`config.mk`:
```
export PLATFORM = sky130hd
export DESIGN_NAME = modem_link_sequencer_flat
export DESIGN_NICKNAME = d
export VERILOG_FILES = /design/src/hdl/mls_pkg.sv /design/src/hdl/mls_ifs.sv /design/src/hdl/mls_cfg.sv /design/src/hdl/mls_seq.sv /design/src/hdl/modem_link_sequencer.sv /design/src/flat_wrapper.sv
export SDC_FILE = /design/constraint.sdc
export NUM_CORES = 1
export LEC_CHECK = 0
export ABC_AREA = 1
export BUFFER_PORTS_ARGS = -buffer_cell sky130_fd_sc_hd__clkbuf_2
export CORE_ASPECT_RATIO = 0.6
export CORE_MARGIN = 2
export CORE_UTILIZATION = 30
export CTS_CLUSTER_SIZE = 28
export DETAILED_ROUTE_END_ITERATION = 16
export PLACE_DENSITY = 0.56
export SLEW_MARGIN = 20
export SYNTH_ARGS = -nofsm -noshare
export SYNTH_HDL_FRONTEND = slang
export SYNTH_SLANG_ARGS = --single-unit
export TNS_END_PERCENT = 100
```
`constraint.sdc`:
```
create_clock -name clk -period 4.5 [get_ports clk]
set_input_delay 1.35 -clock clk [delete_from_list [all_inputs] [get_ports clk]]
set_output_delay 1.35 -clock clk [all_outputs]
set_load 0.03 [all_outputs]
```
`src/hdl/mls_pkg.sv`:
```
// mls_pkg: types and constants shared by the modem link sequencer
// no dependencies; compiled first

package mls_pkg;

  localparam int CFG_IDX_W  = 3;
  localparam int CFG_DATA_W = 16;
  localparam int LIMIT_W    = 16;
  localparam int RETRY_W    = 3;
  localparam int HOLD_W     = 13;
  localparam int DEV_W      = 3;
  localparam int LAMP_W     = 2;

  // configuration register indexes
  localparam logic [CFG_IDX_W-1:0] CFG_TIMEOUT_SHORT = 3'd0;
  localparam logic [CFG_IDX_W-1:0] CFG_TIMEOUT_MODE  = 3'd1;
  localparam logic [CFG_IDX_W-1:0] CFG_TIMEOUT_JOIN  = 3'd2;
  localparam logic [CFG_IDX_W-1:0] CFG_TIMEOUT_TCP   = 3'd3;
  localparam logic [CFG_IDX_W-1:0] CFG_TIMEOUT_LEAVE = 3'd4;
  localparam logic [CFG_IDX_W-1:0] CFG_RETRY_LIMIT   = 3'd5;
  localparam logic [CFG_IDX_W-1:0] CFG_ERROR_HOLD    = 3'd6;

  // reset values of the configuration registers
  localparam logic [LIMIT_W-1:0] RST_TIMEOUT_SHORT = 16'd3000;
  localparam logic [LIMIT_W-1:0] RST_TIMEOUT_MODE  = 16'd6000;
  localparam logic [LIMIT_W-1:0] RST_TIMEOUT_JOIN  = 16'd8000;
  localparam logic [LIMIT_W-1:0] RST_TIMEOUT_TCP   = 16'd9000;
  localparam logic [LIMIT_W-1:0] RST_TIMEOUT_LEAVE = 16'd4000;
  localparam logic [RETRY_W-1:0] RST_RETRY_LIMIT   = 3'd3;
  localparam logic [HOLD_W-1:0]  RST_ERROR_HOLD    = 13'd5000;

  typedef enum logic [1:0] {
    MODE_IDLE       = 2'd0,
    MODE_CONNECT    = 2'd1,
    MODE_DISCONNECT = 2'd2
  } mode_t;

  typedef enum logic [2:0] {
    CONN_WAIT_RESET = 3'd0,
    CONN_AT         = 3'd1,
    CONN_MODE       = 3'd2,
    CONN_JOIN       = 3'd3,
    CONN_TCP        = 3'd4,
    CONN_DONE       = 3'd5,
    CONN_ERROR      = 3'd6
  } conn_phase_t;

  typedef enum logic [1:0] {
    DISC_CLOSE   = 2'd0,
    DISC_LEAVE   = 2'd1,
    DISC_RESTORE = 2'd2,
    DISC_ERROR   = 2'd3
  } disc_phase_t;

  typedef enum logic [2:0] {
    CMD_AT        = 3'd0,
    CMD_RESET     = 3'd1,
    CMD_MODE      = 3'd2,
    CMD_JOIN      = 3'd3,
    CMD_TCP_OPEN  = 3'd4,
    CMD_LEAVE     = 3'd5,
    CMD_TCP_CLOSE = 3'd6,
    CMD_RESTORE   = 3'd7
  } cmd_t;

  typedef enum logic [1:0] {
    DEV_LIGHT   = 2'd0,
    DEV_BUZZER  = 2'd1,
    DEV_FAN     = 2'd2,
    DEV_UNKNOWN = 2'd3
  } dev_t;

  typedef struct packed {
    logic [LIMIT_W-1:0] timeout_short;
    logic [LIMIT_W-1:0] timeout_mode;
    logic [LIMIT_W-1:0] timeout_join;
    logic [LIMIT_W-1:0] timeout_tcp;
    logic [LIMIT_W-1:0] timeout_leave;
    logic [RETRY_W-1:0] retry_limit;
    logic [HOLD_W-1:0]  error_hold;
  } cfg_t;

  typedef struct packed {
    logic [7:0] ticks;
    logic       mode_req_valid;
    logic [1:0] mode_req;
    logic       line_ready;
    logic       line_has_ok;
    logic       line_has_ready;
    logic       ctrl_present;
    logic [1:0] ctrl_device;
    logic       ctrl_open;
  } item_t;

  typedef struct packed {
    logic              command_valid;
    cmd_t              command_code;
    logic              clear_buffer;
    mode_t             mode_now;
    conn_phase_t       connect_phase;
    disc_phase_t       disconnect_phase;
    logic              connected;
    logic              light_on;
    logic              buzzer_on;
    logic              fan_on;
    logic              unknown_device;
    logic [LAMP_W-1:0] error_lights;
  } res_t;

endpackage

```
`src/hdl/mls_ifs.sv`:
```
// mls_ifs: valid/ready channel interfaces for poll words and result words
// no dependencies

interface mls_in_if;
  logic       valid;
  logic       ready;
  logic [7:0] ticks;
  logic       mode_req_valid;
  logic [1:0] mode_req;
  logic       line_ready;
  logic       line_has_ok;
  logic       line_has_ready;
  logic       ctrl_present;
  logic [1:0] ctrl_device;
  logic       ctrl_open;

  modport source (
    output valid, ticks, mode_req_valid, mode_req, line_ready, line_has_ok,
           line_has_ready, ctrl_present, ctrl_device, ctrl_open,
    input  ready
  );
  modport sink (
    input  valid, ticks, mode_req_valid, mode_req, line_ready, line_has_ok,
           line_has_ready, ctrl_present, ctrl_device, ctrl_open,
    output ready
  );
endinterface

interface mls_out_if;
  logic       valid;
  logic       ready;
  logic       command_valid;
  logic [2:0] command_code;
  logic       clear_buffer;
  logic [1:0] mode_now;
  logic [2:0] connect_phase;
  logic [1:0] disconnect_phase;
  logic       connected;
  logic       light_on;
  logic       buzzer_on;
  logic       fan_on;
  logic       unknown_device;
  logic [1:0] error_lights;

  modport source (
    output valid, command_valid, command_code, clear_buffer, mode_now,
           connect_phase, disconnect_phase, connected, light_on, buzzer_on,
           fan_on, unknown_device, error_lights,
    input  ready
  );
  modport sink (
    input  valid, command_valid, command_code, clear_buffer, mode_now,
           connect_phase, disconnect_phase, connected, light_on, buzzer_on,
           fan_on, unknown_device, error_lights,
    output ready
  );
endinterface

```
`src/hdl/mls_cfg.sv`:
```
// mls_cfg: configuration register file (timeouts, retry limit, error hold)
// depends on mls_pkg

module mls_cfg (
  input  logic                              clk,
  input  logic                              rst_n,
  input  logic                              cfg_we,
  input  logic [mls_pkg::CFG_IDX_W-1:0]     cfg_index,
  input  logic [mls_pkg::CFG_DATA_W-1:0]    cfg_data,
  output mls_pkg::cfg_t                     cfg
);

  mls_pkg::cfg_t cfg_r;
  mls_pkg::cfg_t cfg_nxt;

  always_comb begin
    cfg_nxt = cfg_r;
    if (cfg_we) begin
      case (cfg_index)
        mls_pkg::CFG_TIMEOUT_SHORT: cfg_nxt.timeout_short = cfg_data;
        mls_pkg::CFG_TIMEOUT_MODE:  cfg_nxt.timeout_mode  = cfg_data;
        mls_pkg::CFG_TIMEOUT_JOIN:  cfg_nxt.timeout_join  = cfg_data;
        mls_pkg::CFG_TIMEOUT_TCP:   cfg_nxt.timeout_tcp   = cfg_data;
        mls_pkg::CFG_TIMEOUT_LEAVE: cfg_nxt.timeout_leave = cfg_data;
        mls_pkg::CFG_RETRY_LIMIT:
          cfg_nxt.retry_limit = cfg_data[mls_pkg::RETRY_W-1:0];
        mls_pkg::CFG_ERROR_HOLD:
          cfg_nxt.error_hold = cfg_data[mls_pkg::HOLD_W-1:0];
        default: begin
        end
      endcase
    end
  end

  always_ff @(posedge clk) begin
    if (!rst_n) begin
      cfg_r.timeout_short <= mls_pkg::RST_TIMEOUT_SHORT;
      cfg_r.timeout_mode  <= mls_pkg::RST_TIMEOUT_MODE;
      cfg_r.timeout_join  <= mls_pkg::RST_TIMEOUT_JOIN;
      cfg_r.timeout_tcp   <= mls_pkg::RST_TIMEOUT_TCP;
      cfg_r.timeout_leave <= mls_pkg::RST_TIMEOUT_LEAVE;
      cfg_r.retry_limit   <= mls_pkg::RST_RETRY_LIMIT;
      cfg_r.error_hold    <= mls_pkg::RST_ERROR_HOLD;
    end else begin
      cfg_r <= cfg_nxt;
    end
  end

  assign cfg = cfg_r;

endmodule

```
`src/hdl/mls_seq.sv`:
```
// mls_seq: link sequencer state and the per-poll next-state logic
// depends on mls_pkg; fed one registered poll word per step

module mls_seq #(
  parameter int TIMEOUT_WIDTH = 16
) (
  input  logic           clk,
  input  logic           rst_n,
  input  logic           step,
  input  mls_pkg::item_t item,
  input  mls_pkg::cfg_t  cfg,
  output mls_pkg::res_t  res
);

  localparam int TW = TIMEOUT_WIDTH;
  localparam int CW = (TIMEOUT_WIDTH > mls_pkg::LIMIT_W) ? TIMEOUT_WIDTH : mls_pkg::LIMIT_W;

  // state
  mls_pkg::mode_t                 mode_r, mode_nxt;
  mls_pkg::mode_t                 last_r;
  mls_pkg::conn_phase_t           conn_r, conn_nxt;
  mls_pkg::disc_phase_t           disc_r, disc_nxt;
  logic [TW-1:0]                  tc_r, tc_nxt;
  logic [mls_pkg::RETRY_W-1:0]    rc_r, rc_nxt;
  logic                           connected_r, connected_nxt;
  logic [mls_pkg::DEV_W-1:0]      dev_r, dev_nxt;
  logic [mls_pkg::HOLD_W-1:0]     conn_err_r, conn_err_nxt;
  logic [mls_pkg::HOLD_W-1:0]     disc_err_r, disc_err_nxt;
  logic [mls_pkg::LAMP_W-1:0]     lamps_r, lamps_nxt;

  // front of the poll: ticks, request, mode change
  logic [TW:0]                    tc_sum;
  logic [TW-1:0]                  tc_sat;
  logic                           req_ok;
  mls_pkg::mode_t                 mode_sel;
  logic                           chg;
  mls_pkg::conn_phase_t           conn_cur;
  mls_pkg::disc_phase_t           disc_cur;
  logic [TW-1:0]                  tc_cur;
  logic [mls_pkg::RETRY_W-1:0]    rc_cur;

  // phase decode
  logic                           waiting;
  logic                           want_ready;
  logic                           look_only;
  logic [mls_pkg::LIMIT_W-1:0]    limit;
  mls_pkg::cmd_t                  resend;
  mls_pkg::cmd_t                  fwd;
  logic                           fwd_ok;
  logic                           err_conn;
  logic                           err_disc;

  logic                           examine;
  logic                           hit;
  logic                           succeed;
  logic                           expired;
  logic                           again;
  logic                           ctrl_act;
  logic [mls_pkg::HOLD_W-1:0]     err_cnt;
  logic                           err_done;

  logic                           cmd_valid;
  mls_pkg::cmd_t                  cmd_code;
  logic                           clear;
  logic                           unknown;

  assign tc_sum = {1'b0, tc_r} + (TW + 1)'(item.ticks);
  assign tc_sat = tc_sum[TW] ? {TW{1'b1}} : tc_sum[TW-1:0];

  assign req_ok = item.mode_req_valid &&
                  (item.mode_req == mls_pkg::MODE_IDLE ||
                   item.mode_req == mls_pkg::MODE_CONNECT ||
                   item.mode_req == mls_pkg::MODE_DISCONNECT);
  assign mode_sel = req_ok ? mls_pkg::mode_t'(item.mode_req) : mode_r;
  assign chg      = (mode_sel != last_r);

  // a mode change restarts the sequence before the phase runs
  assign conn_cur = chg ? mls_pkg::CONN_WAIT_RESET : conn_r;
  assign disc_cur = chg ? mls_pkg::DISC_CLOSE : disc_r;
  assign tc_cur   = chg ? '0 : tc_sat;
  assign rc_cur   = chg ? '0 : rc_r;

  always_comb begin
    waiting    = 1'b0;
    want_ready = 1'b0;
    look_only  = 1'b0;
    limit      = '0;
    resend     = mls_pkg::CMD_AT;
    fwd        = mls_pkg::CMD_AT;
    fwd_ok     = 1'b0;
    err_conn   = 1'b0;
    err_disc   = 1'b0;
    case (mode_sel)
      mls_pkg::MODE_CONNECT: begin
        case (conn_cur)
          mls_pkg::CONN_WAIT_RESET: begin
            waiting    = 1'b1;
            want_ready = 1'b1;
            limit      = cfg.timeout_short;
            resend     = mls_pkg::CMD_RESET;
            fwd        = mls_pkg::CMD_AT;
            fwd_ok     = 1'b1;
          end
          mls_pkg::CONN_AT: begin
            waiting = 1'b1;
            limit   = cfg.timeout_short;
            resend  = mls_pkg::CMD_AT;
            fwd     = mls_pkg::CMD_MODE;
            fwd_ok  = 1'b1;
          end
          mls_pkg::CONN_MODE: begin
            waiting = 1'b1;
            limit   = cfg.timeout_mode;
            resend  = mls_pkg::CMD_MODE;
            fwd     = mls_pkg::CMD_JOIN;
            fwd_ok  = 1'b1;
          end
          mls_pkg::CONN_JOIN: begin
            waiting = 1'b1;
            limit   = cfg.timeout_join;
            resend  = mls_pkg::CMD_JOIN;
            fwd     = mls_pkg::CMD_TCP_OPEN;
            fwd_ok  = 1'b1;
          end
          mls_pkg::CONN_TCP: begin
            waiting = 1'b1;
            limit   = cfg.timeout_tcp;
            resend  = mls_pkg::CMD_TCP_OPEN;
          end
          mls_pkg::CONN_DONE: look_only = 1'b1;
          default: err_conn = 1'b1;
        endcase
      end
      mls_pkg::MODE_DISCONNECT: begin
        case (disc_cur)
          mls_pkg::DISC_CLOSE: begin
            waiting = 1'b1;
            limit   = cfg.timeout_short;
            resend  = mls_pkg::CMD_TCP_CLOSE;
            fwd     = mls_pkg::CMD_LEAVE;
            fwd_ok  = 1'b1;
          end
          mls_pkg::DISC_LEAVE: begin
            waiting = 1'b1;
            limit   = cfg.timeout_leave;
            resend  = mls_pkg::CMD_LEAVE;
            fwd     = mls_pkg::CMD_RESTORE;
            fwd_ok  = 1'b1;
          end
          mls_pkg::DISC_RESTORE: begin
            waiting    = 1'b1;
            want_ready = 1'b1;
            limit      = cfg.timeout_leave;
            resend     = mls_pkg::CMD_RESTORE;
          end
          default: err_disc = 1'b1;
        endcase
      end
      default: begin
      end
    endcase
  end

  // the line is not looked at in the poll that changes mode
  assign examine  = item.line_ready && !chg && (waiting || look_only);
  assign hit      = examine && (want_ready ? item.line_has_ready : item.line_has_ok);
  assign succeed  = waiting && hit;
  assign expired  = waiting && !hit && (CW'(tc_cur) > CW'(limit));
  assign again    = (rc_cur < cfg.retry_limit);
  assign ctrl_act = examine && item.ctrl_present;
  assign err_cnt  = err_conn ? conn_err_r : disc_err_r;
  assign err_done = (err_conn || err_disc) && (err_cnt > cfg.error_hold);

  // next state
  always_comb begin
    mode_nxt      = mode_sel;
    conn_nxt      = conn_cur;
    disc_nxt      = disc_cur;
    tc_nxt        = tc_cur;
    rc_nxt        = rc_cur;
    connected_nxt = connected_r;
    dev_nxt       = chg ? {dev_r[2:1], 1'b0} : dev_r;
    lamps_nxt     = chg ? '0 : lamps_r;
    conn_err_nxt  = conn_err_r;
    disc_err_nxt  = disc_err_r;

    if (ctrl_act) begin
      case (mls_pkg::dev_t'(item.ctrl_device))
        mls_pkg::DEV_LIGHT:  dev_nxt[0] = item.ctrl_open;
        mls_pkg::DEV_BUZZER: dev_nxt[1] = item.ctrl_open;
        mls_pkg::DEV_FAN:    dev_nxt[2] = item.ctrl_open;
        default: begin
        end
      endcase
    end

    if (expired) begin
      rc_nxt = (&rc_cur) ? rc_cur : rc_cur + 3'd1;
      if (again) begin
        tc_nxt = '0;
      end else if (mode_sel == mls_pkg::MODE_CONNECT) begin
        conn_nxt = mls_pkg::CONN_ERROR;
      end else begin
        disc_nxt = mls_pkg::DISC_ERROR;
      end
    end

    if (succeed) begin
      tc_nxt = '0;
      rc_nxt = '0;
      if (mode_sel == mls_pkg::MODE_CONNECT) begin
        conn_nxt = mls_pkg::conn_phase_t'(conn_cur + 3'd1);
        if (conn_cur == mls_pkg::CONN_TCP) begin
          connected_nxt = 1'b1;
        end
      end else if (disc_cur == mls_pkg::DISC_RESTORE) begin
        conn_nxt = mls_pkg::CONN_WAIT_RESET;
        disc_nxt = mls_pkg::DISC_CLOSE;
        mode_nxt = mls_pkg::MODE_IDLE;
      end else begin
        disc_nxt = mls_pkg::disc_phase_t'(disc_cur + 2'd1);
      end
    end

    if (err_conn) begin
      conn_nxt     = mls_pkg::CONN_ERROR;
      lamps_nxt[0] = 1'b1;
      if (!err_done && !(&conn_err_r)) begin
        conn_err_nxt = conn_err_r + 13'd1;
      end
    end
    if (err_disc) begin
      lamps_nxt[1] = 1'b1;
      if (!err_done && !(&disc_err_r)) begin
        disc_err_nxt = disc_err_r + 13'd1;
      end
    end

    // hold time used up: back to idle with a fresh sequence
    if (err_done) begin
      if (err_conn) begin
        conn_err_nxt = '0;
      end else begin
        disc_err_nxt = '0;
      end
      mode_nxt   = mls_pkg::MODE_IDLE;
      conn_nxt   = mls_pkg::CONN_WAIT_RESET;
      disc_nxt   = mls_pkg::DISC_CLOSE;
      tc_nxt     = '0;
      rc_nxt     = '0;
      dev_nxt[0] = 1'b0;
      lamps_nxt  = '0;
    end
  end

  // per-poll outputs
  always_comb begin
    cmd_valid = 1'b0;
    cmd_code  = mls_pkg::CMD_AT;
    if (expired && again) begin
      cmd_valid = 1'b1;
      cmd_code  = resend;
    end else if (succeed && fwd_ok) begin
      cmd_valid = 1'b1;
      cmd_code  = fwd;
    end
    clear   = chg || hit || err_done;
    unknown = ctrl_act && (item.ctrl_device == mls_pkg::DEV_UNKNOWN);
  end

  always_comb begin
    res.command_valid    = cmd_valid;
    res.command_code     = cmd_code;
    res.clear_buffer     = clear;
    res.mode_now         = mode_nxt;
    res.connect_phase    = conn_nxt;
    res.disconnect_phase = disc_nxt;
    res.connected        = connected_nxt;
    res.light_on         = dev_nxt[0];
    res.buzzer_on        = dev_nxt[1];
    res.fan_on           = dev_nxt[2];
    res.unknown_device   = unknown;
    res.error_lights     = lamps_nxt;
  end

  always_ff @(posedge clk) begin
    if (!rst_n) begin
      mode_r      <= mls_pkg::MODE_IDLE;
      last_r      <= mls_pkg::MODE_IDLE;
      conn_r      <= mls_pkg::CONN_WAIT_RESET;
      disc_r      <= mls_pkg::DISC_CLOSE;
      tc_r        <= '0;
      rc_r        <= '0;
      connected_r <= 1'b0;
      dev_r       <= '0;
      conn_err_r  <= '0;
      disc_err_r  <= '0;
      lamps_r     <= '0;
    end else if (step) begin
      mode_r      <= mode_nxt;
      last_r      <= mode_sel;
      conn_r      <= conn_nxt;
      disc_r      <= disc_nxt;
      tc_r        <= tc_nxt;
      rc_r        <= rc_nxt;
      connected_r <= connected_nxt;
      dev_r       <= dev_nxt;
      conn_err_r  <= conn_err_nxt;
      disc_err_r  <= disc_err_nxt;
      lamps_r     <= lamps_nxt;
    end
  end

endmodule

```
`src/hdl/modem_link_sequencer.sv`:
```
// modem_link_sequencer: top level with input word register and result register
// depends on mls_pkg, mls_ifs, mls_cfg and mls_seq
//
// Usage: each poll word on in_ch carries elapsed ticks, an optional mode
// request and the flags of the pending modem reply line. For every poll word
// exactly one result word leaves on out_ch: the command to send (if any),
// whether to drop the reply line, the mode and phases after the poll, the
// sticky connected flag, the three device levels and the error lamps.
// A word is taken on a rising edge with valid and ready both high.
// Path: a poll word taken on in_ch waits in the input register; the
// sequencer logic loads its result into the result register, which drives
// out_ch, once that register is empty or out_ch.ready is high.
// Throughput: one poll word per cycle while out_ch.ready stays high; the
// sequencer logic is single-pass.
// Stall: while out_ch.ready is low the result register holds its word; the
// input register still takes one more poll word, then in_ch.ready drops.
// Reset (rst_n low, synchronous) empties both registers, puts the mode to
// idle with all phases, counters, devices and lamps cleared, and loads the
// default timeouts, retry limit and error hold.
// Configuration: cfg_we writes register cfg_index with cfg_data; write only
// while no poll word is in flight.

module modem_link_sequencer #(
  parameter int TIMEOUT_WIDTH = 16
) (
  input  logic                           clk,
  input  logic                           rst_n,
  mls_in_if.sink                         in_ch,
  mls_out_if.source                      out_ch,
  input  logic                           cfg_we,
  input  logic [mls_pkg::CFG_IDX_W-1:0]  cfg_index,
  input  logic [mls_pkg::CFG_DATA_W-1:0] cfg_data
);

  mls_pkg::cfg_t  cfg;
  mls_pkg::item_t item_r;
  logic           in_valid_r;
  mls_pkg::res_t  res;
  mls_pkg::res_t  res_r;
  logic           out_valid_r;
  logic           step;

  assign step        = in_valid_r && (!out_valid_r || out_ch.ready);
  assign in_ch.ready = !in_valid_r || step;

  always_ff @(posedge clk) begin
    if (!rst_n) begin
      in_valid_r <= 1'b0;
    end else if (in_ch.ready) begin
      in_valid_r <= in_ch.valid;
    end
  end

  always_ff @(posedge clk) begin
    if (in_ch.ready && in_ch.valid) begin
      item_r.ticks          <= in_ch.ticks;
      item_r.mode_req_valid <= in_ch.mode_req_valid;
      item_r.mode_req       <= in_ch.mode_req;
      item_r.line_ready     <= in_ch.line_ready;
      item_r.line_has_ok    <= in_ch.line_has_ok;
      item_r.line_has_ready <= in_ch.line_has_ready;
      item_r.ctrl_present   <= in_ch.ctrl_present;
      item_r.ctrl_device    <= in_ch.ctrl_device;
      item_r.ctrl_open      <= in_ch.ctrl_open;
    end
  end

  mls_cfg u_cfg (
    .clk       (clk),
    .rst_n     (rst_n),
    .cfg_we    (cfg_we),
    .cfg_index (cfg_index),
    .cfg_data  (cfg_data),
    .cfg       (cfg)
  );

  mls_seq #(
    .TIMEOUT_WIDTH (TIMEOUT_WIDTH)
  ) u_seq (
    .clk   (clk),
    .rst_n (rst_n),
    .step  (step),
    .item  (item_r),
    .cfg   (cfg),
    .res   (res)
  );

  always_ff @(posedge clk) begin
    if (!rst_n) begin
      out_valid_r <= 1'b0;
    end else if (step) begin
      out_valid_r <= 1'b1;
    end else if (out_ch.ready) begin
      out_valid_r <= 1'b0;
    end
  end

  always_ff @(posedge clk) begin
    if (step) begin
      res_r <= res;
    end
  end

  assign out_ch.valid            = out_valid_r;
  assign out_ch.command_valid    = res_r.command_valid;
  assign out_ch.command_code     = res_r.command_code;
  assign out_ch.clear_buffer     = res_r.clear_buffer;
  assign out_ch.mode_now         = res_r.mode_now;
  assign out_ch.connect_phase    = res_r.connect_phase;
  assign out_ch.disconnect_phase = res_r.disconnect_phase;
  assign out_ch.connected        = res_r.connected;
  assign out_ch.light_on         = res_r.light_on;
  assign out_ch.buzzer_on        = res_r.buzzer_on;
  assign out_ch.fan_on           = res_r.fan_on;
  assign out_ch.unknown_device   = res_r.unknown_device;
  assign out_ch.error_lights     = res_r.error_lights;

endmodule

```
`src/flat_wrapper.sv`:
```
// flat-port wrapper written by rule: the top's interface ports become plain ports
module modem_link_sequencer_flat 
#(
  parameter int TIMEOUT_WIDTH = 16
)
  (clk, rst_n, cfg_we, cfg_index, cfg_data, in_ch_valid, in_ch_ticks, in_ch_mode_req_valid, in_ch_mode_req, in_ch_line_ready, in_ch_line_has_ok, in_ch_line_has_ready, in_ch_ctrl_present, in_ch_ctrl_device, in_ch_ctrl_open, in_ch_ready, out_ch_valid, out_ch_command_valid, out_ch_command_code, out_ch_clear_buffer, out_ch_mode_now, out_ch_connect_phase, out_ch_disconnect_phase, out_ch_connected, out_ch_light_on, out_ch_buzzer_on, out_ch_fan_on, out_ch_unknown_device, out_ch_error_lights, out_ch_ready);
  mls_in_if in_ch_i ();
  mls_out_if out_ch_i ();
  input  logic clk;
  input  logic rst_n;
  input  logic cfg_we;
  input  logic [mls_pkg::CFG_IDX_W-1:0] cfg_index;
  input  logic [mls_pkg::CFG_DATA_W-1:0] cfg_data;
  input wire logic [$bits(in_ch_i.valid)-1:0] in_ch_valid;
  input wire logic [$bits(in_ch_i.ticks)-1:0] in_ch_ticks;
  input wire logic [$bits(in_ch_i.mode_req_valid)-1:0] in_ch_mode_req_valid;
  input wire logic [$bits(in_ch_i.mode_req)-1:0] in_ch_mode_req;
  input wire logic [$bits(in_ch_i.line_ready)-1:0] in_ch_line_ready;
  input wire logic [$bits(in_ch_i.line_has_ok)-1:0] in_ch_line_has_ok;
  input wire logic [$bits(in_ch_i.line_has_ready)-1:0] in_ch_line_has_ready;
  input wire logic [$bits(in_ch_i.ctrl_present)-1:0] in_ch_ctrl_present;
  input wire logic [$bits(in_ch_i.ctrl_device)-1:0] in_ch_ctrl_device;
  input wire logic [$bits(in_ch_i.ctrl_open)-1:0] in_ch_ctrl_open;
  output wire logic [$bits(in_ch_i.ready)-1:0] in_ch_ready;
  output wire logic [$bits(out_ch_i.valid)-1:0] out_ch_valid;
  output wire logic [$bits(out_ch_i.command_valid)-1:0] out_ch_command_valid;
  output wire logic [$bits(out_ch_i.command_code)-1:0] out_ch_command_code;
  output wire logic [$bits(out_ch_i.clear_buffer)-1:0] out_ch_clear_buffer;
  output wire logic [$bits(out_ch_i.mode_now)-1:0] out_ch_mode_now;
  output wire logic [$bits(out_ch_i.connect_phase)-1:0] out_ch_connect_phase;
  output wire logic [$bits(out_ch_i.disconnect_phase)-1:0] out_ch_disconnect_phase;
  output wire logic [$bits(out_ch_i.connected)-1:0] out_ch_connected;
  output wire logic [$bits(out_ch_i.light_on)-1:0] out_ch_light_on;
  output wire logic [$bits(out_ch_i.buzzer_on)-1:0] out_ch_buzzer_on;
  output wire logic [$bits(out_ch_i.fan_on)-1:0] out_ch_fan_on;
  output wire logic [$bits(out_ch_i.unknown_device)-1:0] out_ch_unknown_device;
  output wire logic [$bits(out_ch_i.error_lights)-1:0] out_ch_error_lights;
  input wire logic [$bits(out_ch_i.ready)-1:0] out_ch_ready;
  assign in_ch_i.valid = in_ch_valid;
  assign in_ch_i.ticks = in_ch_ticks;
  assign in_ch_i.mode_req_valid = in_ch_mode_req_valid;
  assign in_ch_i.mode_req = in_ch_mode_req;
  assign in_ch_i.line_ready = in_ch_line_ready;
  assign in_ch_i.line_has_ok = in_ch_line_has_ok;
  assign in_ch_i.line_has_ready = in_ch_line_has_ready;
  assign in_ch_i.ctrl_present = in_ch_ctrl_present;
  assign in_ch_i.ctrl_device = in_ch_ctrl_device;
  assign in_ch_i.ctrl_open = in_ch_ctrl_open;
  assign in_ch_ready = in_ch_i.ready;
  assign out_ch_valid = out_ch_i.valid;
  assign out_ch_command_valid = out_ch_i.command_valid;
  assign out_ch_command_code = out_ch_i.command_code;
  assign out_ch_clear_buffer = out_ch_i.clear_buffer;
  assign out_ch_mode_now = out_ch_i.mode_now;
  assign out_ch_connect_phase = out_ch_i.connect_phase;
  assign out_ch_disconnect_phase = out_ch_i.disconnect_phase;
  assign out_ch_connected = out_ch_i.connected;
  assign out_ch_light_on = out_ch_i.light_on;
  assign out_ch_buzzer_on = out_ch_i.buzzer_on;
  assign out_ch_fan_on = out_ch_i.fan_on;
  assign out_ch_unknown_device = out_ch_i.unknown_device;
  assign out_ch_error_lights = out_ch_i.error_lights;
  assign out_ch_i.ready = out_ch_ready;
  modem_link_sequencer #(.TIMEOUT_WIDTH(TIMEOUT_WIDTH)) u_core (.clk(clk), .rst_n(rst_n), .in_ch(in_ch_i), .out_ch(out_ch_i), .cfg_we(cfg_we), .cfg_index(cfg_index), .cfg_data(cfg_data));
endmodule
```
# After elaboration in Yosys (flattened, before gate mapping)
# Cells that the tools add are included.
[totals] ff_bits=195 in_bits=42 output_inout_bits=21 word_cells=210
[op_classes] add_sub_neg=6 magnitude_cmp=3 n_eq_ne=21 n_mux=85 n_reduce_logical=54
[op_table] operator="$mux W13" count=9
[op_table] operator="$mux W16" count=6
[op_table] operator="$pmux W16 S2" count=2
[op_table] operator="$pmux W16 S4" count=1
[op_table] operator="$mux W3" count=17
[op_table] operator="$mux W2" count=15
[op_table] operator="$add A13 B1 Y13 const B" count=2
[op_table] operator="$mux W1" count=26
[op_table] operator="$reduce_and A13 Y1" count=2
[op_table] operator="$pmux W3 S2" count=3
[op_table] operator="$pmux W3 S3" count=2
[op_table] operator="$add A16 B8 Y17" count=1
[op_table] operator="$gt A16 B16 Y1" count=1
[op_table] operator="$logic_and A1 B1 Y1" count=16
[op_table] operator="$eq A3 B3 Y1 const B" count=5
[op_table] operator="$reduce_and A2 Y1" count=7
[op_table] operator="$gt A13 B13 Y1" count=1
[op_table] operator="$eq A3 B2 Y1 const B" count=4
[op_table] operator="$pmux W3 S4" count=1
[op_table] operator="$eq A2 B2 Y1 const B" count=5
[op_table] operator="$eq A2 B1 Y1 const B" count=4
[op_table] operator="$logic_or A1 B1 Y1" count=8
[op_table] operator="$logic_not A1 Y1" count=7
[op_table] operator="$add A3 B1 Y3 const B" count=2
[op_table] operator="14 further kinds" count=22

# Depth between registers and ports, before layout
# Gate-level depths: netlist of the first run.
[logic_depth] depth_word=23 mapped_depth=35 mapped_depth_nobuf=34

# Cells and area by module
# Synthesis of the first run repeated with hierarchy kept, for this count alone.
[hier_totals] cells_unflattened=1518 hier_area_um2=10882.9
[by_module_without_submodules] mod="mls_seq" n_inst=1 cells_per_inst=953 area_each_um2=5977.0 seq_area_each_um2=1201.2
[by_module_without_submodules] mod="mls_cfg" n_inst=1 cells_per_inst=515 area_each_um2=3699.8 seq_area_each_um2=1921.8
[by_module_without_submodules] mod="modem_link_sequencer" n_inst=1 cells_per_inst=50 area_each_um2=1206.2 seq_area_each_um2=1151.1

# Worst setup path after synthesis of the first run
# OpenSTA, ideal clock, no wires.
[synth_timing] kind="register -> register" startpoint="reg u_core.item_r[8] in the netlist's numbering" endpoint="reg u_core.u_seq.tc_r[10]" setup_ps=134 arrival_time_ps=4218 t_required_ps=4366 slack_ps=148 path_stages_with_launch=33 n_path_buf=4 period_less_slack_ps=4352 cell_sequence="edfxtp_1 nand2_1 nand2_2 nand2_2 nand2_2 nand2_2 nand2_4 nand2_4 clkinv_2 clkbuf_1 nand2_1 inv_1 ha_1 clkbuf_1 clkbuf_1 nand2_1 o21ai_0 nand2_1 o21ai_0 nand2_1 ha_1 nand2_1 nor4_1 nand2_1 o211ai_1 nand2_1 nor2_1 nand2_2 nor2_2 nor2_8 buf_12 a22oi_2 nor2_2"
[synth_via] elab_chain_len=20 word_cells_on_any_way=63 classes_between="order compare: 3; eq/ne: 12; mux: 26; reduce/logical: 22"
[synth_rtl] item="start, declared" line_no="modem_link_sequencer.sv:36" text="mls_pkg::item_t item_r;"
[synth_rtl] item="$eq A2 B1 Y1 / $logic_not A2 Y1 (equally long branches)" line_no="mls_seq.sv:72, mls_seq.sv:71"
[synth_rtl] item="$logic_or A1 B1 Y1" line_no="mls_seq.sv:71" text="(item.mode_req == mls_pkg::MODE_IDLE ||"
[synth_rtl] item="$logic_or A1 B1 Y1 *" line_no="mls_seq.sv:72" text="item.mode_req == mls_pkg::MODE_CONNECT ||"
[synth_rtl] item="$logic_and A1 B1 Y1 *" line_no="mls_seq.sv:70" text="assign req_ok = item.mode_req_valid &&"
[synth_rtl] item="$mux W2 *" line_no="mls_seq.sv:74" text="assign mode_sel = req_ok ? mls_pkg::mode_t'(item.mode_req) : mode_r;"
[synth_rtl] item="via u_core.u_seq.mode_sel[0]" line_no="mls_seq.sv:35" text="mls_pkg::mode_t mode_sel;"
[synth_rtl] item="branches (longest 14 deep; another with $gt A16 B16 Y1)"
[synth_rtl] item="$mux W16 *" line_no="mls_seq.sv:240" text="if (err_done) begin"
[synth_rtl] item="end signal, assigned" line_no="mls_seq.sv:304" text="tc_r <= tc_nxt;"
[synth_rtl] item="end, declared" line_no="mls_seq.sv:23" text="logic [TW-1:0] tc_r, tc_nxt;"
# Mark *: on every way through the listed nets, which the timed path passes.
# A chain may end at the register's enable or synchronous reset.

# Worst setup path in the final report of the first run
[layout_timing] startpoint="reg u_core.item_r[8] in the netlist's numbering" endpoint="reg u_core.u_seq.tc_r[10]"
[layout_via] elab_chain_len=20 word_cells_on_any_way=63 classes_between="order compare: 3; eq/ne: 12; mux: 26; reduce/logical: 22"
[layout_rtl] item="$eq A2 B1 Y1 / $logic_not A2 Y1 (equally long branches)" line_no="mls_seq.sv:72, mls_seq.sv:71"
[layout_rtl] item="$logic_or A1 B1 Y1" line_no="mls_seq.sv:71"
[layout_rtl] item="$logic_or A1 B1 Y1" line_no="mls_seq.sv:72"
[layout_rtl] item="$logic_and A1 B1 Y1" line_no="mls_seq.sv:70"
[layout_rtl] item="$mux W2 *" line_no="mls_seq.sv:74"
[layout_rtl] item="branches (longest 14 deep; another with $gt A16 B16 Y1)"
[layout_rtl] item="$mux W16 *" line_no="mls_seq.sv:240"
# Mark *: on every way between the ends.

==> flow_summary.json, run 1 <==
{
  "slowest_delay_ps": 420,
  "ys_warn_count": 0,
  "fp.dieArea_mm2": 0.03602,
  "fmax_mhz": 226.2,
  "hold_viol": 0,
  "antenna_found_initial": 1,
  "path_clk_slew_ps": 70,
  "cp_max_fo": 8,
  "core_mm2": 0.03383,
  "slew_viol_final": 0,
  "nNetsFinal": 1595,
  "status": "finished clean",
  "critPathRequiredTime_ps": 4830,
  "hp-start": "u_core.u_cfg.cfg[6]$_SDFFE_PN0P_",
  "synth_edf_count": 37,
  "stdcell_count": 1970,
  "pwr_density_cell_mw_per_mm2": 316.2,
  "layout_setup_ws_ps": 80.07,
  "grt_pass1_vias": 8700,
  "die_h_um": 147.8,
  "synth_nets": 1462,
  "synth_top_cell_area_share": 0.3059,
  "vias": 9827,
  "critical_path.startpoint": "u_core.item_r[8]$_DFFE_PP_",
  "r2r_slack_ps": 80,
  "cts_tree": "built",
  "viasPerCell": 4.988,
  "start_util": 0.3056,
  "syn_area_mm2": 0.01034,
  "grt_max_degree": 78,
  "drc_errors": 0,
  "synth-async-reset-ratio": 0,
  "start_kind": "flip-flop",
  "fin_crit_sh": 0.9822,
  "max-slew-margin-rel": 0.4188,
  "synthCells": 1364,
  "hold_end": "u_core.u_cfg.cfg[6]$_SDFFE_PN0P_",
  "max_cap_violations": 0,
  "fin_skew_ps": 17.20,
  "hp-class": "reg2reg",
  "fp.dieW_um": 243.7,
  "ctsHoldBuffers": 0,
  "ys_seq_elements": 195,
  "num_rows": 52,
  "crit_buf_inv": 6,
  "cts_made_buffers": 17,
  "clockBufferDepth": 2,
  "timing.final.setup_violations": 0,
  "clock_latency_ps": 460,
  "track_usage": 0.1737,
  "vdd_drop_max_mv": 0.2768,
  "root_buffer": "clkbuf_16",
  "cp-end-kind": "flip-flop",
  "place_congestion": 0.8724,
  "crit_family": "simple AND/OR/NAND/NOR gates",
  "synth.largest_area_cell": "dfxtp_1",
  "cts-htree-levels": 4,
  "clock_sinks": 195,
  "rsz0062_at_grt": "true",
  "wl_per_cell_um": 16.73,
  "synth_cell_types": 52,
  "drive_gt1_frac": 0.2238,
  "utilization": 0.3877,
  "num_io_pins": 63,
  "syn2layout_area_growth_pct": 26.85,
  "dp_hpwl_um": 22490,
  "power.total_w": 0.004147,
  "drtPass1Iterations": 6,
  "crit_slowest_cell": "edfxtp_1",
  "fin_crit_ps": 4420,
  "worst_pin_slew_ps": 870.8,
  "holdPathStages": 2,
  "path_class": "reg2reg",
  "grt_overflow": 0,
  "worstPathArrival_ps": 4750,
  "r2r_cells": 32,
  "wl_um": 32950,
  "place_inst": 1914,
  "timing.rr.end": "u_core.u_seq.tc_r[10]$_SDFFE_PN0P_",
  "avgSynthCellArea_um2": 7.581,
  "ant_nets": 0,
  "post-place-ws_ps": -50.43,
  "synthFlopType": "dfxtp_1",
  "p_leak_nw": 5.730,
  "netlist_top_cells_area": "dfxtp_1, edfxtp_1, nand2_1",
  "grt_pass1_wl_um": 48980,
  "first_iter_violations": 1049,
  "ys_seq_area_frac": 0.4134,
  "port_buffers": 62,
  "r2r_start": "u_core.item_r[8]$_DFFE_PP_"
}
per-layer routing:
layer  vias up  routed length, um  track usage
met5         -                  0            0
met4         0                284      0.03567
met3        26               2849      0.04194
met2       385              12450       0.2229
met1      4597              17370       0.2817
li1       4819                  -            -
final cells by class:
| type | count | area [um^2] |
|---|---|---|
| Timing Repair Buffer | 165 | 1296 |
| Fill cell | 3494 | 20720 |
| Antenna cell | 1 | 2.502 |
| Multi-Input combinational cell | 952 | 5774 |
| Sequential cell | 195 | 4275 |
| Clock buffer | 22 | 475.5 |
| Tap cell | 459 | 574.3 |
| Inverter | 166 | 645.6 |
| Clock inverter | 10 | 72.57 |
power by group:
group | leakage (nW) | total [W] | internal (W) | switching (W)
Clock | 0.270 | 0.00147 | 0.000759 | 0.000709
Combinational | 3.82 | 0.000799 | 0.000315 | 0.000484
Sequential | 1.64 | 0.00188 | 0.00184 | 0.0000359
per-stage QoR:
step	setup TNS [ps]	hold slack (ps)	area [um^2]
floorplan	0	428.7	10340
global placement	0	438.5	11710
detailed placement	-242.1	446.8	11710
CTS	0	456.5	12310
global route	-2035	481.5	13110
finish	0	463.8	13120
synthesized netlist by cell type (3+ instances only):
library cell,n
a21oi_1,82
a221oi_1,16
a22oi_1,7
a22oi_2,8
a31oi_1,3
buf_1,3
buf_2,3
clkbuf_1,45
dfxtp_1,158
edfxtp_1,37
ha_1,55
inv_1,157
inv_2,5
nand2_1,271
nand2_2,8
nand2_4,8
nand3_1,62
nand3_2,5
nand3b_1,4
nand4_1,11
nor2_1,143
nor2_2,11
nor3_1,14
nor3b_1,3
nor4_1,4
o211ai_1,20
o21a_1,4
o21ai_0,156
o21ai_1,5
o22ai_1,8
xnor2_1,6
xor2_1,17
layout by cell type, fill, tap and decap left out, types with 13 or more instances in the layout:
cell / instances
o21ai_0: 128
nand2_4: 13
nand2_2: 18
o211ai_1: 20
inv_1: 147
clkbuf_16: 21
buf_4: 83
nor2_2: 14
edfxtp_1: 37
ha_1: 43
clkbuf_2: 61
o21ai_1: 20
nor2_1: 138
nand3_1: 62
xor2_1: 17
nand2_1: 254
nor3_1: 14
a21oi_1: 75
dfxtp_1: 157
state kept, by name (all words and copies together), names as in the netlist, 3 cells and up, named ones only:
signal	count
u_core.u_seq.rc_r	3
u_core.u_seq.conn_r	3
u_core.u_cfg.cfg	96
u_core.item_r	18
u_core.u_seq.dev_r	3
u_core.u_seq.tc_r	16
u_core.u_seq.disc_err_r	13
u_core.out_ch.connect_phase	3
u_core.out_ch.command_code	3
timing repair:
item	CTS	global route
resized for setup	5	150
pin swaps	1	49
endpoints found under the setup margin	28	69
setup buffers	3	17
cloned	0	5
cell families (layout without fill, tap and decap cells):
kind of cell,after synthesis,after routing,synth area share
buffers and inverters,219,363,0.08204
XOR/XNOR,23,23,0.01948
AO/OA/AOI/OAI,321,321,0.1825
AND/OR/NAND/NOR,550,552,0.2341
adder cells (fa/ha/maj),56,56,0.06849
flip-flops,195,195,0.4134
other,0,1,0
how the worst max path moves through the flow:
stage	end	slack [ps]	cells after the start
floorplan	u_core.u_seq.tc_r[10]$_SDFFE_PN0P_	150	32
global placement	u_core.u_seq.tc_r[0]$_SDFFE_PN0P_	70	32
detailed placement	u_core.u_seq.tc_r[0]$_SDFFE_PN0P_	-50	31
CTS	u_core.u_seq.tc_r[13]$_SDFFE_PN0P_	20	32
global route	u_core.u_seq.tc_r[11]$_SDFFE_PN0P_	-160	34
finish	u_core.u_seq.tc_r[10]$_SDFFE_PN0P_	80	32
worst min-delay path: cells and delay by family (launching register included):
kind,cells,cell delay [ps]
flops,1,300
buf+inv,1,60
compound gates,1,60
No activity file was read; power rests on OpenSTA's default activity.
==> run 2: changes to the inputs <==
--- a/config.mk
+++ b/config.mk
@@ -12,9 +12,9 @@
 export CORE_UTILIZATION = 30
 export CTS_CLUSTER_SIZE = 28
 export DETAILED_ROUTE_END_ITERATION = 16
-export PLACE_DENSITY = 0.56
+export PLACE_DENSITY_LB_ADDON = 0.08
 export SLEW_MARGIN = 20
 export SYNTH_ARGS = -nofsm -noshare
 export SYNTH_HDL_FRONTEND = slang
 export SYNTH_SLANG_ARGS = --single-unit
-export TNS_END_PERCENT = 100
+export TNS_END_PERCENT = 50
==> run 2 against run 1 <==
  * Setup slack gained 100 ps
  * Total power increased by 2.3%
  * Core utilization shrank 0.35 points
  * Sequential power is essentially flat
  * Critical endpoint is now u_core.u_seq.tc_r[7]$_SDFFE_PN0P_
  * Sequential share of layout area is 0.30 points higher
  * Via count fell by 5.2%
  * Worst hold slack got worse by 5.7 ps
  * Clock power up 9.5%
==> flow_summary.json, run 2 (same netlist as run 1, synthesis figures left out) <==
{
  "crit_buf_inv": 7,
  "start_util": 0.3056,
  "worst_path_most_repeated_cell": "nand2_2",
  "root_buffer": "clkbuf_16",
  "fp.dieW_um": 243.7,
  "crit_family": "simple AND/OR/NAND/NOR gates",
  "die_h_um": 147.8,
  "port_buffers": 62,
  "hold_viol": 0,
  "path_class": "reg2reg",
  "antenna_found_initial": 0,
  "largest_reg_flops": 96,
  "hp-class": "reg2reg",
  "core_mm2": 0.03383,
  "hp-start": "u_core.u_cfg.cfg[34]$_SDFFE_PN0P_",
  "final_cell_mix": "nand2_1, dfxtp_1, inv_1",
  "fin_crit_sh": 0.9597,
  "hold_ws_ps": 458.1,
  "p_leak_nw": 5.669,
  "fmax_mhz": 231.5,
  "drive_gt1_frac": 0.2112,
  "max_cap_violations": 0,
  "p_int_w": 0.002991,
  "fin_tns_setup_ps": 0,
  "cp-end-kind": "flip-flop",
  "max-slew-margin-rel": 0.4171,
  "status": "finished clean",
  "critical_path.startpoint": "u_core.item_r[8]$_DFFE_PP_",
  "wl_met3_um": 1462,
  "path_clk_slew_ps": 80,
  "ant_nets": 0,
  "antenna_cells": 0,
  "fin_skew_ps": 17.21,
  "slowest_delay_ps": 420,
  "fillerInstances": 3550,
  "final_common_cell": "nand2_1",
  "dpl_cell_area_mm2": 0.01169,
  "crit_slowest_cell": "edfxtp_1",
  "clock_latency_ps": 460,
  "timing.final.setup_violations": 0,
  "top_layer": "met4",
  "place_congestion": 0.8272,
  "first_iter_violations": 723,
  "clockBufferDepth": 2,
  "vdd_drop_max_mv": 0.2879,
  "ctsHoldBuffers": 0,
  "r2r_start": "u_core.item_r[8]$_DFFE_PP_",
  "pwr-share-clk": 0.380,
  "p_seq_frac": 0.443,
  "met2_wirelength_um": 12240,
  "fp.dieArea_mm2": 0.03602,
  "dp_hpwl_um": 23220,
  "utilization": 0.3841,
  "vias": 9313,
  "track_usage": 0.1829,
  "clock_sinks": 195,
  "grt_pass1_vias": 8485,
  "grt_max_degree": 51,
  "num_rows": 52,
  "slew_viol_final": 0,
  "rsz0062_at_grt": "true",
  "netSwitchingFraction": 0.2953,
  "worst_pin_slew_ps": 873.5,
  "grt_pass1_wl_um": 50800,
  "num_io_pins": 63,
  "drt-met1-wl_um": 19200,
  "pwr_density_cell_mw_per_mm2": 326.6,
  "wl_per_cell_um": 16.97,
  "p_sw_w": 0.001253,
  "drc_errors": 0,
  "grt_overflow": 0,
  "wl_um": 33170,
  "cts_made_buffers": 17,
  "cts-htree-levels": 4,
  "drtPass1Iterations": 5,
  "cp_max_fo": 8,
  "fin_area_mm2": 0.01300,
  "syn2layout_area_growth_pct": 25.69,
  "pwr-share-comb": 0.177,
  "viasPerCell": 4.764,
  "critPathRequiredTime_ps": 4840,
  "worstPathArrival_ps": 4660,
  "fin_crit_ps": 4319,
  "cts_tree": "built",
  "start_kind": "flip-flop",
  "nNetsFinal": 1581
}
==> run 2: changes by cell type in the layout (fill, tap and decap cells not counted), sizes merged <==
cell | before | now
clkbuf | 86 | 85
inv | 164 | 169
clkinv | 10 | 4
diode | 1 | 0
bufinv | 0 | 1
nand4 | 13 | 12
nand2 | 288 | 287
buf | 101 | 90
==> run 2: final cells by class <==
cell class              instances  area (um^2)  share of cell area
clock buffers                  22        495.5             0.03812
clock inverters                10        106.4            0.008183
inverters                     166        648.1             0.04987
multi-input cells             950         5710              0.4394
flip-flops and latches        195         4275              0.3290
well taps                     459        574.3             0.04419
repair buffers                153         1186             0.09127
==> run 2: layer usage <==
metal,track usage,vias to the layer above
met5,0,-
met4,0.04177,0
met3,0.03141,18
met2,0.2313,198
met1,0.3058,4321
li1,-,4776
==> run 2: final timing paths <==
kind	cells after the start	slack, ps	endpoint
max	33	180	u_core.u_seq.tc_r[7]$_SDFFE_PN0P_
min	2	460	u_core.u_cfg.cfg[34]$_SDFFE_PN0P_
max reg2reg	33	180	u_core.u_seq.tc_r[7]$_SDFFE_PN0P_
min reg2reg	2	460	u_core.u_cfg.cfg[34]$_SDFFE_PN0P_
==> run 2: power by group through the flow <==
stage	sequential, W	combinational (W)	clock [W]
2_1_floorplan	0.00192	0.000349	0
3_3_place_gp	0.00191	0.000634	0
3_5_place_dp	0.00191	0.000631	0
4_1_cts	0.00187	0.000650	0.00166
5_1_grt	0.00189	0.000820	0.00172
6_report	0.00188	0.000751	0.00161
==> run 2: repair_timing <==
item                                    4_1_cts  5_1_grt
cloned                                        0        2
endpoints found under the setup margin       33       69
pin swaps                                     2       40
setup buffers                                 5        7
resized for setup                            10      129
==> run 2: tightest hold or removal path, stage by stage, from the launching register on <==
cell and delay (ps):
dfxtp_1 310, inv_1 60, a21oi_1 50
==> run 2: per-stage QoR <==
stage | cells | power (W) | setup slack (ps)
final | 1955 | 0.004244 | 181.2
after detailed placement | 1910 | 0.002544 | -296.4
after global routing | 1955 | 0.004430 | -129.8
after floorplan | 1364 | 0.002272 | 147.8
after global placement | 1910 | 0.002549 | -243.3
after CTS | 1947 | 0.004182 | 11.19
